===== src/rtl/mrrc_pkg.sv =====
// Shared constants and types for the motor ramp and reversal controller.
package mrrc_pkg;

    localparam int LEVEL_BITS    = 8;
    localparam int THRESH_BITS   = 12;
    localparam int INTERVAL_BITS = 16;
    localparam int APB_ADDR_BITS = 5;
    localparam int APB_DATA_BITS = 32;
    localparam int REG_IDX_BITS  = 3;
    localparam int OUT_FIELD_BITS = 2 * LEVEL_BITS + 3;
    localparam int OUT_DATA_BITS  = ((OUT_FIELD_BITS + 7) / 8) * 8;

    localparam logic [LEVEL_BITS-1:0] SPEED_MAX = 8'd255;

    localparam logic [REG_IDX_BITS-1:0] REG_LO_THRESH        = 3'd0;
    localparam logic [REG_IDX_BITS-1:0] REG_HI_THRESH        = 3'd1;
    localparam logic [REG_IDX_BITS-1:0] REG_TARGET_STEP      = 3'd2;
    localparam logic [REG_IDX_BITS-1:0] REG_SLEW_STEP        = 3'd3;
    localparam logic [REG_IDX_BITS-1:0] REG_COMMAND_INTERVAL = 3'd4;
    localparam logic [REG_IDX_BITS-1:0] REG_RAMP_PERIOD      = 3'd5;
    localparam logic [REG_IDX_BITS-1:0] REG_REV_HOLD         = 3'd6;

    localparam logic [THRESH_BITS-1:0]   RST_LO_THRESH        = 12'd1000;
    localparam logic [THRESH_BITS-1:0]   RST_HI_THRESH        = 12'd3000;
    localparam logic [LEVEL_BITS-1:0]    RST_TARGET_STEP      = 8'd20;
    localparam logic [LEVEL_BITS-1:0]    RST_SLEW_STEP        = 8'd10;
    localparam logic [INTERVAL_BITS-1:0] RST_COMMAND_INTERVAL = 16'd150;
    localparam logic [INTERVAL_BITS-1:0] RST_RAMP_PERIOD      = 16'd40;
    localparam logic [INTERVAL_BITS-1:0] RST_REV_HOLD         = 16'd150;

    typedef struct packed {
        logic [THRESH_BITS-1:0]   lo_thresh;
        logic [THRESH_BITS-1:0]   hi_thresh;
        logic [LEVEL_BITS-1:0]    target_step;
        logic [LEVEL_BITS-1:0]    slew_step;
        logic [INTERVAL_BITS-1:0] command_interval;
        logic [INTERVAL_BITS-1:0] ramp_period;
        logic [INTERVAL_BITS-1:0] rev_hold;
    } cfg_t;

endpackage


===== src/rtl/motor_ramp_reversal_controller.sv =====
// Motor ramp and reversal controller: tick-driven duty ramp with paused reversal.
// An accepted item passes through the input register, then the result register, before m_tvalid rises.
// Throughput: one item per cycle while m_ is ready; each tick's update is one pass of compare-and-step logic.
// A stalled m_ leaves one item in each register, then s_tready drops until m_ drains.
// Reset (aresetn low, synchronous) restores register defaults, zero speed and target,
// clockwise direction, no pause, and cleared elapsed counters.
module motor_ramp_reversal_controller #(
    parameter int SAMPLE_BITS = 12,
    parameter int TIMER_BITS  = 16
) (
    input  logic                                   aclk,
    input  logic                                   aresetn,
    // tdata: x_sample, y_sample (lowest bits first), zero-filled to bytes
    input  logic [((2*SAMPLE_BITS+7)/8)*8-1:0]     s_tdata,
    input  logic                                   s_tvalid,
    output logic                                   s_tready,
    // tdata: duty[7:0], drive_clockwise[8], target_level[16:9],
    //        wanted_clockwise[17], pausing[18], zeros above
    output logic [mrrc_pkg::OUT_DATA_BITS-1:0]     m_tdata,
    output logic                                   m_tvalid,
    input  logic                                   m_tready,
    input  logic                                   psel,
    input  logic                                   penable,
    input  logic                                   pwrite,
    input  logic [mrrc_pkg::APB_ADDR_BITS-1:0]     paddr,
    input  logic [mrrc_pkg::APB_DATA_BITS-1:0]     pwdata,
    output logic [mrrc_pkg::APB_DATA_BITS-1:0]     prdata,
    output logic                                   pready
);
    import mrrc_pkg::*;

    localparam int SCMP_W = (SAMPLE_BITS > THRESH_BITS) ? SAMPLE_BITS : THRESH_BITS;
    localparam int TCMP_W = (TIMER_BITS > INTERVAL_BITS) ? TIMER_BITS : INTERVAL_BITS;

    cfg_t cfg_reg;

    logic [SAMPLE_BITS-1:0] x_reg;
    logic [SAMPLE_BITS-1:0] y_reg;
    logic                   in_valid_reg;

    logic [LEVEL_BITS-1:0]  target_reg, target_next;
    logic [LEVEL_BITS-1:0]  speed_reg, speed_next;
    logic                   want_cw_reg, want_cw_next;
    logic                   is_cw_reg, is_cw_next;
    logic                   pause_reg, pause_next;
    logic [TIMER_BITS-1:0]  since_cmd_reg, since_cmd_next;
    logic [TIMER_BITS-1:0]  since_ramp_reg, since_ramp_next;
    logic [TIMER_BITS-1:0]  since_pause_reg, since_pause_next;

    logic [OUT_DATA_BITS-1:0] m_tdata_reg, m_tdata_next;
    logic                     m_valid_reg;

    logic advance;
    logic cfg_wr;
    logic [REG_IDX_BITS-1:0] reg_idx;

    logic [TIMER_BITS-1:0] cmd_tick, ramp_tick, pause_tick;
    logic                  cmd_due, ramp_due, pause_done;
    logic                  y_low, y_high;
    logic [LEVEL_BITS:0]   target_sum;
    logic [LEVEL_BITS-1:0] speed_slew, speed_down;

    function automatic logic [LEVEL_BITS-1:0] move_toward(
        input logic [LEVEL_BITS-1:0] cur,
        input logic [LEVEL_BITS-1:0] goal,
        input logic [LEVEL_BITS-1:0] step
    );
        logic [LEVEL_BITS-1:0] res;
        res = cur;
        if (cur < goal) begin
            res = ((goal - cur) > step) ? cur + step : goal;
        end else if (cur > goal) begin
            res = ((cur - goal) > step) ? cur - step : goal;
        end
        return res;
    endfunction

    function automatic logic [TIMER_BITS-1:0] tick_up(input logic [TIMER_BITS-1:0] c);
        return (&c) ? c : c + 1'b1;
    endfunction

    // Handshake: input register drains whenever the result register can take a new value
    assign advance  = in_valid_reg && (!m_valid_reg || m_tready);
    assign s_tready = !in_valid_reg || advance;
    assign m_tvalid = m_valid_reg;
    assign m_tdata  = m_tdata_reg;

    // Configuration port
    assign pready  = 1'b1;
    assign reg_idx = paddr[APB_ADDR_BITS-1:2];
    assign cfg_wr  = psel && penable && pwrite;

    always_comb begin
        unique case (reg_idx)
            REG_LO_THRESH:        prdata = APB_DATA_BITS'(cfg_reg.lo_thresh);
            REG_HI_THRESH:        prdata = APB_DATA_BITS'(cfg_reg.hi_thresh);
            REG_TARGET_STEP:      prdata = APB_DATA_BITS'(cfg_reg.target_step);
            REG_SLEW_STEP:        prdata = APB_DATA_BITS'(cfg_reg.slew_step);
            REG_COMMAND_INTERVAL: prdata = APB_DATA_BITS'(cfg_reg.command_interval);
            REG_RAMP_PERIOD:      prdata = APB_DATA_BITS'(cfg_reg.ramp_period);
            REG_REV_HOLD:         prdata = APB_DATA_BITS'(cfg_reg.rev_hold);
            default:              prdata = '0;
        endcase
    end

    always_ff @(posedge aclk) begin
        if (!aresetn) begin
            cfg_reg.lo_thresh        <= RST_LO_THRESH;
            cfg_reg.hi_thresh        <= RST_HI_THRESH;
            cfg_reg.target_step      <= RST_TARGET_STEP;
            cfg_reg.slew_step        <= RST_SLEW_STEP;
            cfg_reg.command_interval <= RST_COMMAND_INTERVAL;
            cfg_reg.ramp_period      <= RST_RAMP_PERIOD;
            cfg_reg.rev_hold         <= RST_REV_HOLD;
        end else if (cfg_wr) begin
            unique case (reg_idx)
                REG_LO_THRESH:        cfg_reg.lo_thresh        <= pwdata[THRESH_BITS-1:0];
                REG_HI_THRESH:        cfg_reg.hi_thresh        <= pwdata[THRESH_BITS-1:0];
                REG_TARGET_STEP:      cfg_reg.target_step      <= pwdata[LEVEL_BITS-1:0];
                REG_SLEW_STEP:        cfg_reg.slew_step        <= pwdata[LEVEL_BITS-1:0];
                REG_COMMAND_INTERVAL: cfg_reg.command_interval <= pwdata[INTERVAL_BITS-1:0];
                REG_RAMP_PERIOD:      cfg_reg.ramp_period      <= pwdata[INTERVAL_BITS-1:0];
                REG_REV_HOLD:         cfg_reg.rev_hold         <= pwdata[INTERVAL_BITS-1:0];
                default: ;
            endcase
        end
    end

    // Per-tick update
    always_comb begin
        cmd_tick   = tick_up(since_cmd_reg);
        ramp_tick  = tick_up(since_ramp_reg);
        pause_tick = tick_up(since_pause_reg);

        cmd_due    = TCMP_W'(cmd_tick)   >= TCMP_W'(cfg_reg.command_interval);
        ramp_due   = TCMP_W'(ramp_tick)  >= TCMP_W'(cfg_reg.ramp_period);
        pause_done = TCMP_W'(pause_tick) >= TCMP_W'(cfg_reg.rev_hold);

        want_cw_next = want_cw_reg;
        if (SCMP_W'(x_reg) < SCMP_W'(cfg_reg.lo_thresh)) begin
            want_cw_next = 1'b0;
        end else if (SCMP_W'(x_reg) > SCMP_W'(cfg_reg.hi_thresh)) begin
            want_cw_next = 1'b1;
        end

        y_low  = SCMP_W'(y_reg) < SCMP_W'(cfg_reg.lo_thresh);
        y_high = SCMP_W'(y_reg) > SCMP_W'(cfg_reg.hi_thresh);

        target_sum     = {1'b0, target_reg} + {1'b0, cfg_reg.target_step};
        target_next    = target_reg;
        since_cmd_next = cmd_tick;
        if (cmd_due) begin
            if (y_low) begin
                target_next    = (target_sum > {1'b0, SPEED_MAX}) ? SPEED_MAX
                                                                  : target_sum[LEVEL_BITS-1:0];
                since_cmd_next = '0;
            end else if (y_high) begin
                target_next    = (target_reg > cfg_reg.target_step)
                                 ? target_reg - cfg_reg.target_step : '0;
                since_cmd_next = '0;
            end
        end

        speed_down = move_toward(speed_reg, '0, cfg_reg.slew_step);
        speed_slew = move_toward(speed_reg, target_next, cfg_reg.slew_step);

        speed_next       = speed_reg;
        is_cw_next       = is_cw_reg;
        pause_next       = pause_reg;
        since_ramp_next  = ramp_tick;
        since_pause_next = pause_tick;
        if (ramp_due) begin
            since_ramp_next = '0;
            if (want_cw_next != is_cw_reg) begin
                priority if (speed_reg != '0) begin
                    speed_next = speed_down;
                end else if (!pause_reg) begin
                    since_pause_next = '0;
                    pause_next       = 1'b1;
                end else if (pause_done) begin
                    is_cw_next = want_cw_next;
                    pause_next = 1'b0;
                end else begin
                    pause_next = pause_reg;
                end
            end else begin
                pause_next = 1'b0;
                speed_next = speed_slew;
            end
        end

        m_tdata_next = OUT_DATA_BITS'({pause_next, want_cw_next, target_next,
                                       is_cw_next, speed_next});
    end

    always_ff @(posedge aclk) begin
        if (s_tvalid && s_tready) begin
            x_reg <= s_tdata[SAMPLE_BITS-1:0];
            y_reg <= s_tdata[2*SAMPLE_BITS-1:SAMPLE_BITS];
        end
        if (advance) begin
            m_tdata_reg <= m_tdata_next;
        end
    end

    always_ff @(posedge aclk) begin
        if (!aresetn) begin
            in_valid_reg    <= 1'b0;
            m_valid_reg     <= 1'b0;
            target_reg      <= '0;
            speed_reg       <= '0;
            want_cw_reg     <= 1'b1;
            is_cw_reg       <= 1'b1;
            pause_reg       <= 1'b0;
            since_cmd_reg   <= '0;
            since_ramp_reg  <= '0;
            since_pause_reg <= '0;
        end else begin
            if (s_tready) begin
                in_valid_reg <= s_tvalid;
            end
            if (advance) begin
                m_valid_reg <= 1'b1;
            end else if (m_tready) begin
                m_valid_reg <= 1'b0;
            end
            if (advance) begin
                target_reg      <= target_next;
                speed_reg       <= speed_next;
                want_cw_reg     <= want_cw_next;
                is_cw_reg       <= is_cw_next;
                pause_reg       <= pause_next;
                since_cmd_reg   <= since_cmd_next;
                since_ramp_reg  <= since_ramp_next;
                since_pause_reg <= since_pause_next;
            end
        end
    end

endmodule


===== config.mk =====
export PLATFORM = sky130hd
export DESIGN_NAME = motor_ramp_reversal_controller
export DESIGN_NICKNAME = d
export VERILOG_FILES = /design/src/rtl/mrrc_pkg.sv /design/src/rtl/motor_ramp_reversal_controller.sv
export SDC_FILE = /design/constraint.sdc
export NUM_CORES = 1
export LEC_CHECK = 0
export CORE_ASPECT_RATIO = 0.7
export CORE_MARGIN = 2
export CORE_UTILIZATION = 65
export CTS_CLUSTER_DIAMETER = 200
export DETAILED_ROUTE_END_ITERATION = 6
export DONT_BUFFER_PORTS = 1
export PLACE_DENSITY = 0.88
export REMOVE_ABC_BUFFERS = 1
export SYNTH_ARGS = -nofsm -noshare
export SYNTH_HDL_FRONTEND = slang
export SYNTH_SLANG_ARGS = --single-unit

===== constraint.sdc =====
create_clock -name aclk -period 7.45 [get_ports aclk]
set_input_delay 0.3725 -clock aclk [delete_from_list [all_inputs] [get_ports aclk]]
set_output_delay 0.3725 -clock aclk [all_outputs]
set_load 0.02 [all_outputs]

==> out/results.md, run 1 <==
| Parameter | Value |
|---|---|
| Highest achievable clock rate | 138 MHz |
| Post-layout worst setup margin | 0.179 ns |
| Final-report setup violation count | 0 |
| First drt pass iteration count | 6 |
| Initial antenna violation count | 1 |
| Routability cong. | 1.02 |
| Number of non-filler instances in the completed layout | 2037 |
| Number of global-route vias before repair | 12101 |
| CP max FO | 8 |
| Mux contribution to synthesized area | 0.0399 |
| Fin util | 0.713 |
| Vias | 13223 |
| Sinks on the clock net | 200 |
| Height of the die | 128 um |
| Worst endpoint required time | 7.64 ns |
| Worst max-slew margin expressed relative to the limit | 0.135 |
| Number of synthesized register bits | 200 |
| Main synth FF type | dfxtp_1 |
| I/O pin count | 127 |
| Hold wc startpoint | s_tdata[2] |
| Adder-cell share of the synthesized area | 0.147 |
| Total cell area at the placement stage | 0.0145 mm2 |
| Hold endpoint | x_reg[2]$_DFFE_PP_ |
| Depth of the CTS H-tree | 4 |
| Effective utilization at floorplan | 0.662 |
| Highest routed layer | met4 |
| Reg-to-reg critical path endpoint | m_tdata[5]$_DFFE_PP_ |
| Cell Count Post-Placement | 1978 |
| Beginning of the worst register-to-register path | since_cmd_reg[5]$_SDFFE_PN0P_ |
| Register-to-register setup slack | 0.18 ns |
| Post-layout total power | 2.53 mW |
| Synth Warn # | 0 |
| Largest stage delay on the critical path | 0.43 ns |
| Number of cells on the worst reg-to-reg path | 33 |
| Overall fraction of global-route tracks in use | 0.356 |
| Layout Skew | 0.0112 ns |
| Netlist area before placement | 0.0143 mm2 |
| Measured slew at the worst slew-check pin | 1.29 ns |
| Critical path start-end classification | reg2reg |
| Share of the yosys chip area belonging to registers | 0.310 |
| Port Buf Inserts | 0 |
| Worst-skew pair later-pin latency | 0.46 ns |
| Number of design-rule violations left by the first detailed-router iteration | 1717 |
| Result of the run | finished clean |
| # fillers | 1629 |
| Number of standard-cell rows in the floorplan | 45 |
| Synth cell count leaders | 252 x nand2_1, 158 x ha_1, 157 x dfxtp_1 |
| Total Die Area | 0.0232 mm2 |
| Unique cell type count in the Yosys netlist | 89 |
| Routed WL | 42.6 mm |
| Clock tree buffer depth | 2 |
| Number of enable flip-flop cells after synthesis | 43 |
| Worst ir drop on vdd | 0.171 mV |
| Post-DP HPWL | 30.8 mm |
| Critical Path Most Common Cell | ha_1 |
| Maximum number of pins on one net before global-route repair | 87 |
| WHS | 0.0131 ns |
| Root buffer cell | clkbuf_16 |
| Antenna cells | 0 |
| Leakage | 6.23 nW |
| Total non-filler cell area in the finished layout | 0.0154 mm2 |
| Power per cell area | 164 mW/mm2 |
| Data arrival at the endpoint of the critical path | 7.46 ns |
| FFs w/ async S/R, synth | 0 |
| Clock slew seen by the registers of the worst setup and hold paths | 0.08 ns |
| Ratio of cells with drive above 1 in the final layout | 0.0764 |
| Routed wire length on met3 | 5.53 mm |
| Max-capacitance violation count | 0 |
| Buf/Inv on CP | 3 |
| Largest register FFs | 88 |
| Minimum setup slack after placement | 0.130 ns |
| Cell accounting for the most synthesized area | dfxtp_1 |
| DRT met1 WL | 17.6 mm |
| Type of element capturing the critical path | register |
| Routed met2 length | 18.0 mm |
| First-pass GRT wire length | 64.6 mm |
| Mean routed wirelength per cell | 20.9 um |
| Area Growth Syn to Fin | 7.67% |
| Cell family contributing the most delay on the critical path | compound AO/OA/AOI/OAI gates |
| Final critical delay including setup and external delays | 7.27 ns |
| Via count normalized by instance count | 6.49 |
| Antenna Nets Post-Route | 0 |
| CTS buffer count | 17 |
| Post-Synthesis Mean Instance Area | 8.19 um2 |
| Core region area | 0.0216 mm2 |
| Fraction of synthesized cell area in xor and xnor cells | 0.0380 |
| Post-synthesis share of cell area spent on and, or, nand and nor gates | 0.191 |
| Horizontal extent of the die | 181 um |
| Remaining DRCs | 0 |
| Start point of the critical path | since_cmd_reg[5]$_SDFFE_PN0P_ |
| Tightest Hold Check Type | in2reg |
| Total Neg Setup Slack | 0 ns |
| Library cell with the highest instance count after synthesis | nand2_1 |
| Final #Nets | 1974 |
| Count of final hold-check violations | 0 |
| Dominant combinational cell family by area after synthesis | compound AO/OA/AOI/OAI gates |
| Period utilisation layout | 0.976 |
| Main area contributors after synthesis | dfxtp_1 22%, ha_1 14%, edfxtp_1 9.0%, nand2_1 6.6%, a21oi_1 5.5% |
| WHS Path Cells | 0 |
| GRT Residual Overflow | 0 |
| Final-report max-slew violation count | 0 |
| Startpoint class of the critical path | register |
| TritonCTS clock tree | built |
| Share of the synthesized area in the top cell type | 0.220 |
| Number of standard cells after synthesis | 1748 |
| Critical-path cell with the highest stage delay | or3_4 |
| Synthesized-area fraction occupied by ao, oa, aoi and oai cells | 0.203 |
## cell type report
type	count	area, um2	share of cell area
inverter	142	534	0.0347
multi-input combinational	1324	9020	0.585
sequential	200	4440	0.288
clock inverter	13	120	0.00780
clock buffer	19	443	0.0288
timing repair buffer	57	502	0.0326
tap	282	353	0.0229
## per-layer routing
metal | global-route usage | up-vias
li1 | - | 6153
met1 | 0.494 | 6150
met2 | 0.518 | 795
met3 | 0.116 | 125
met4 | 0.126 | 0
met5 | 0 | -
## cell usage in the layout, fill, tap and decap left out, drive strengths merged, types with 24 or more instances in the layout
cell type  Yosys  routed
a21oi        157     157
nand4         24      24
edfxtp        43      43
ha           158     158
dfxtp        157     157
inv          140     152
nand2        253     253
buf           37      34
nand3         55      55
nor2         104     104
o211ai        37      37
xnor2         43      43
nor3          31      31
a211oi        25      25
o21ai         91      91
mux2i         30      30
## where the power goes
part | total [mW] | internal, mW | leakage, nW | switching, mW
clock network | 0.926 | 0.454 | 0.285 | 0.472
logic | 0.453 | 0.173 | 4.26 | 0.280
registers | 1.15 | 1.13 | 1.68 | 0.0245
total | 2.53 | 1.76 | 6.23 | 0.777
## cell families (layout without fill, tap and decap cells)
logic type | Yosys count | in the layout
and+or+nand+nor | 582 | 582
AOI/OAI and AO/OA | 450 | 450
buffers and inverters | 244 | 231
other | 2 | 22
adders and majority gates | 164 | 164
DFF | 200 | 200
muxes | 44 | 44
xor gates and xnor gates | 62 | 62
## worst max path at each step
stage / cells after the start / end / slack (ns)
floorplan: 30 / m_tdata[6]$_DFFE_PP_ / 0.85
global placement: 32 / m_tdata[3]$_DFFE_PP_ / 0.33
detailed placement: 29 / m_tdata[5]$_DFFE_PP_ / 0.13
CTS: 34 / m_tdata[5]$_DFFE_PP_ / 0.07
global route: 35 / m_tdata[4]$_DFFE_PP_ / -0.1
finish: 33 / m_tdata[5]$_DFFE_PP_ / 0.18
## repair_timing
action	CTS	global route
setup endpoints to repair	2	16
hold buffers	1	22
buffers inserted	0	4
hold endpoints to repair	2	22
pin swaps	0	5
resized for setup	2	24
Power figures use the tool's default switching activity.
==> run 2: changes to the inputs <==
Settings changed: BUFFER_PORTS_ARGS from default to -buffer_cell sky130_fd_sc_hd__buf_2, CORE_UTILIZATION 65 to 61, DONT_BUFFER_PORTS 1 to default.
==> run 2 against run 1 <==
Compared with the run above: combinational power is 5.7% higher; sequential power about the same; die area grew 6.4%; critical path type unchanged.
==> out/results.md, run 2 (synthesis gave the netlist of run 1 again) <==
| Parameter | Value | Delta |
|---|---|---|
| Result of the run | finished clean |  |
| Total Neg Setup Slack | 0 ns | unchanged |
| Worst endpoint required time | 7.63 ns | about the same |
| Switching share of power | 0.313 | +0.00662 |
| TritonCTS clock tree | built |  |
| # fillers | 1835 | +13% |
| Final #Nets | 2032 | +2.9% |
| Reg-to-reg critical path endpoint | m_tdata[5]$_DFFE_PP_ |  |
| Port Buf Inserts | 86 | +86 |
| Root buffer cell | clkbuf_16 |  |
| Worst ir drop on vdd | 0.169 mV | -1.0% |
| Final-report max-slew violation count | 0 | unchanged |
| Critical path start-end classification | reg2reg |  |
| Height of the die | 132 um | +3.1% |
| Switch Pwr | 0.792 mW | +1.9% |
| Relative contribution of combinational cells to total power | 0.190 | +0.011 |
| Startpoint class of the critical path | register |  |
| Antenna cells | 0 | unchanged |
| Layout Skew | 0.0138 ns | +0.00256 ns |
| Internal power component | 1.73 mW | -1.2% |
| Most common cell after layout, fill and taps aside | nand2_1 |  |
| Type of element capturing the critical path | register |  |
| Largest stage delay on the critical path | 0.43 ns | about the same |
| Maximum number of pins on one net before global-route repair | 70 | -20% |
| Number of non-filler instances in the completed layout | 2125 | +4.3% |
| Worst-skew pair later-pin latency | 0.45 ns | about the same |
| Number of global-route vias before repair | 12389 | +2.4% |
| Hold wc startpoint | s_tdata[19] |  |
| First drt pass iteration count | 7 | +1 |
| Power per cell area | 162 mW/mm2 | -1.3% |
| Overall fraction of global-route tracks in use | 0.336 | -0.0196 |
| Total area of multi-input combinational cells | 0.00901 mm2 | about the same |
| Antenna Nets Post-Route | 0 | unchanged |
| Leakage | 6.46 nW | +3.6% |
| Cell family contributing the most delay on the critical path | compound AO/OA/AOI/OAI gates |  |
| Vias | 13617 | +3.0% |
| Portion of total power attributed to the clock network | 0.357 | -0.009 |
| Via count normalized by instance count | 6.41 | -1.3% |
| Core region area | 0.0228 mm2 | +5.7% |
| Number of cells on the worst reg-to-reg path | 33 | unchanged |
| Depth of the CTS H-tree | 4 | unchanged |
| Number of design-rule violations left by the first detailed-router iteration | 1844 | +7.4% |
| Max-capacitance violation count | 0 | unchanged |
| Routability cong. | 1.00 | -2.0% |
| Total Die Area | 0.0247 mm2 | +6.4% |
| Measured slew at the worst slew-check pin | 0.947 ns | -0.342 ns |
| GRT Residual Overflow | 0 | unchanged |
| Count of final hold-check violations | 0 | unchanged |
| Initial antenna violation count | 0 | -1 |
| Ratio of cells with drive above 1 in the final layout | 0.117 | +0.0411 |
| I/O pin count | 127 | unchanged |
| Post-layout total power | 2.53 mW | -0.22% |
| Beginning of the worst register-to-register path | since_cmd_reg[0]$_SDFFE_PN0P_ |  |
| Share of power burned in registers | 0.454 | about the same |
| Hold endpoint | y_reg[7]$_DFFE_PP_ |  |
| Clock tree buffer depth | 2 | unchanged |
| Period utilisation layout | 0.954 | -0.0219 |
| Data arrival at the endpoint of the critical path | 7.29 ns | -0.17 ns |
| Post-layout worst setup margin | 0.342 ns | +0.163 ns |
| Routed WL | 42.3 mm | -0.63% |
| Count of hold buffers inserted by post-cts repair | 0 | -1 |
| Number of standard-cell rows in the floorplan | 46 | +2.2% |
| Cell Count Post-Placement | 2090 | +5.7% |
| Post-DP HPWL | 31.1 mm | +0.99% |
| Largest register FFs | 88 | unchanged |
| CP max FO | 6 | -2 |
| Remaining DRCs | 0 | unchanged |
| CTS buffer count | 17 | unchanged |
| Critical-path cell with the highest stage delay | dfxtp_1 |  |
| Clock slew seen by the registers of the worst setup and hold paths | 0.08 ns | about the same |
| Register-to-register setup slack | 0.34 ns | +0.16 ns |
| Tightest Hold Check Type | in2reg |  |
| Most used cells in the layout excluding fill and tap cells | 252 x nand2_1, 158 x ha_1, 154 x dfxtp_1 |  |
| First-pass GRT wire length | 66.1 mm | +2.3% |
| Buf/Inv on CP | 4 | +1 |
| Total area of sequential cells | 0.00444 mm2 | about the same |
| Horizontal extent of the die | 187 um | +3.2% |
| WHS Path Cells | 1 | +1 |
| Area Growth Syn to Fin | 8.81% |  |
| Effective utilization at floorplan | 0.626 | -0.0356 |
| Highest achievable clock rate | 141 MHz | +2.3% |
| Worst max-slew margin expressed relative to the limit | 0.369 | +0.233 |
| Minimum setup slack after placement | 0.119 ns | -0.0113 ns |
| Mean routed wirelength per cell | 19.9 um | -4.7% |
| Final-report setup violation count | 0 | unchanged |
| Final critical delay including setup and external delays | 7.11 ns | -0.163 ns |
| Sinks on the clock net | 200 | unchanged |
| Critical Path Most Common Cell | ha_1 |  |
[run 2: stage by stage]
stage                     utilization  hold WS [ns]  area (um2)
after global placement          0.653         0.441       14900
after CTS                       0.677        0.0819       15500
after floorplan                     -         0.434       13900
after global routing            0.681        0.0876       15600
after detailed placement        0.653         0.449       14900
final                           0.681        0.0930       15600
[run 2: worst max path at each step]
stage / startpoint / to / slack (ns) / cells past startpoint
2_1_floorplan: since_cmd_reg[4]$_SDFFE_PN0P_ / m_tdata[6]$_DFFE_PP_ / 0.85 / 30
5_1_grt: since_cmd_reg[0]$_SDFFE_PN0P_ / m_tdata[5]$_DFFE_PP_ / -0.08 / 33
4_1_cts: since_cmd_reg[0]$_SDFFE_PN0P_ / m_tdata[3]$_DFFE_PP_ / 0.07 / 32
6_report: since_cmd_reg[0]$_SDFFE_PN0P_ / m_tdata[5]$_DFFE_PP_ / 0.34 / 33
3_5_place_dp: since_cmd_reg[5]$_SDFFE_PN0P_ / m_tdata[3]$_DFFE_PP_ / 0.12 / 31
3_3_place_gp: since_cmd_reg[0]$_SDFFE_PN0P_ / m_tdata[3]$_DFFE_PP_ / 0.22 / 32
[run 2: worst reg2reg max path: cells and delay by family, from the launching register on]
family,cells,cell delay [ns]
fa+ha+maj,4,1.20
buf+inv,4,0.55
xor+xnor,2,0.25
compound gates,18,3.55
simple gates,5,0.90
flops,1,0.43
[run 2: layer usage]
metal / vias up / track usage / share of wire
li1: 6278 / - / -
met1: 6385 / 0.474 / 0.43
met2: 826 / 0.489 / 0.41
met3: 128 / 0.101 / 0.12
met4: 0 / 0.114 / 0.033
met5: - / 0 / 0
[run 2: power groups by stage]
| stage | registers, mW | clock network (mW) | logic (mW) |
|---|---|---|---|
| 3_3_place_gp | 1.17 | 0 | 0.433 |
| 3_5_place_dp | 1.17 | 0 | 0.445 |
| 5_1_grt | 1.15 | 0.951 | 0.512 |
| 6_report | 1.15 | 0.901 | 0.479 |
| 4_1_cts | 1.15 | 0.902 | 0.450 |
| 2_1_floorplan | 1.17 | 0 | 0.283 |
[run 2: final cells by class]
cell class / instances / area share
multi-input cells: 1324 / 0.579
flip-flops and latches: 200 / 0.285
clock inverters: 15 / 0.00764
well taps: 312 / 0.0251
clock buffers: 17 / 0.0273
repair buffers: 115 / 0.0416
inverters: 142 / 0.0343
[run 2: repair_timing]
item / in CTS / in global routing
setup endpoints to repair: 0 / 16
resized for setup: 0 / 25
buffers inserted: 0 / 3
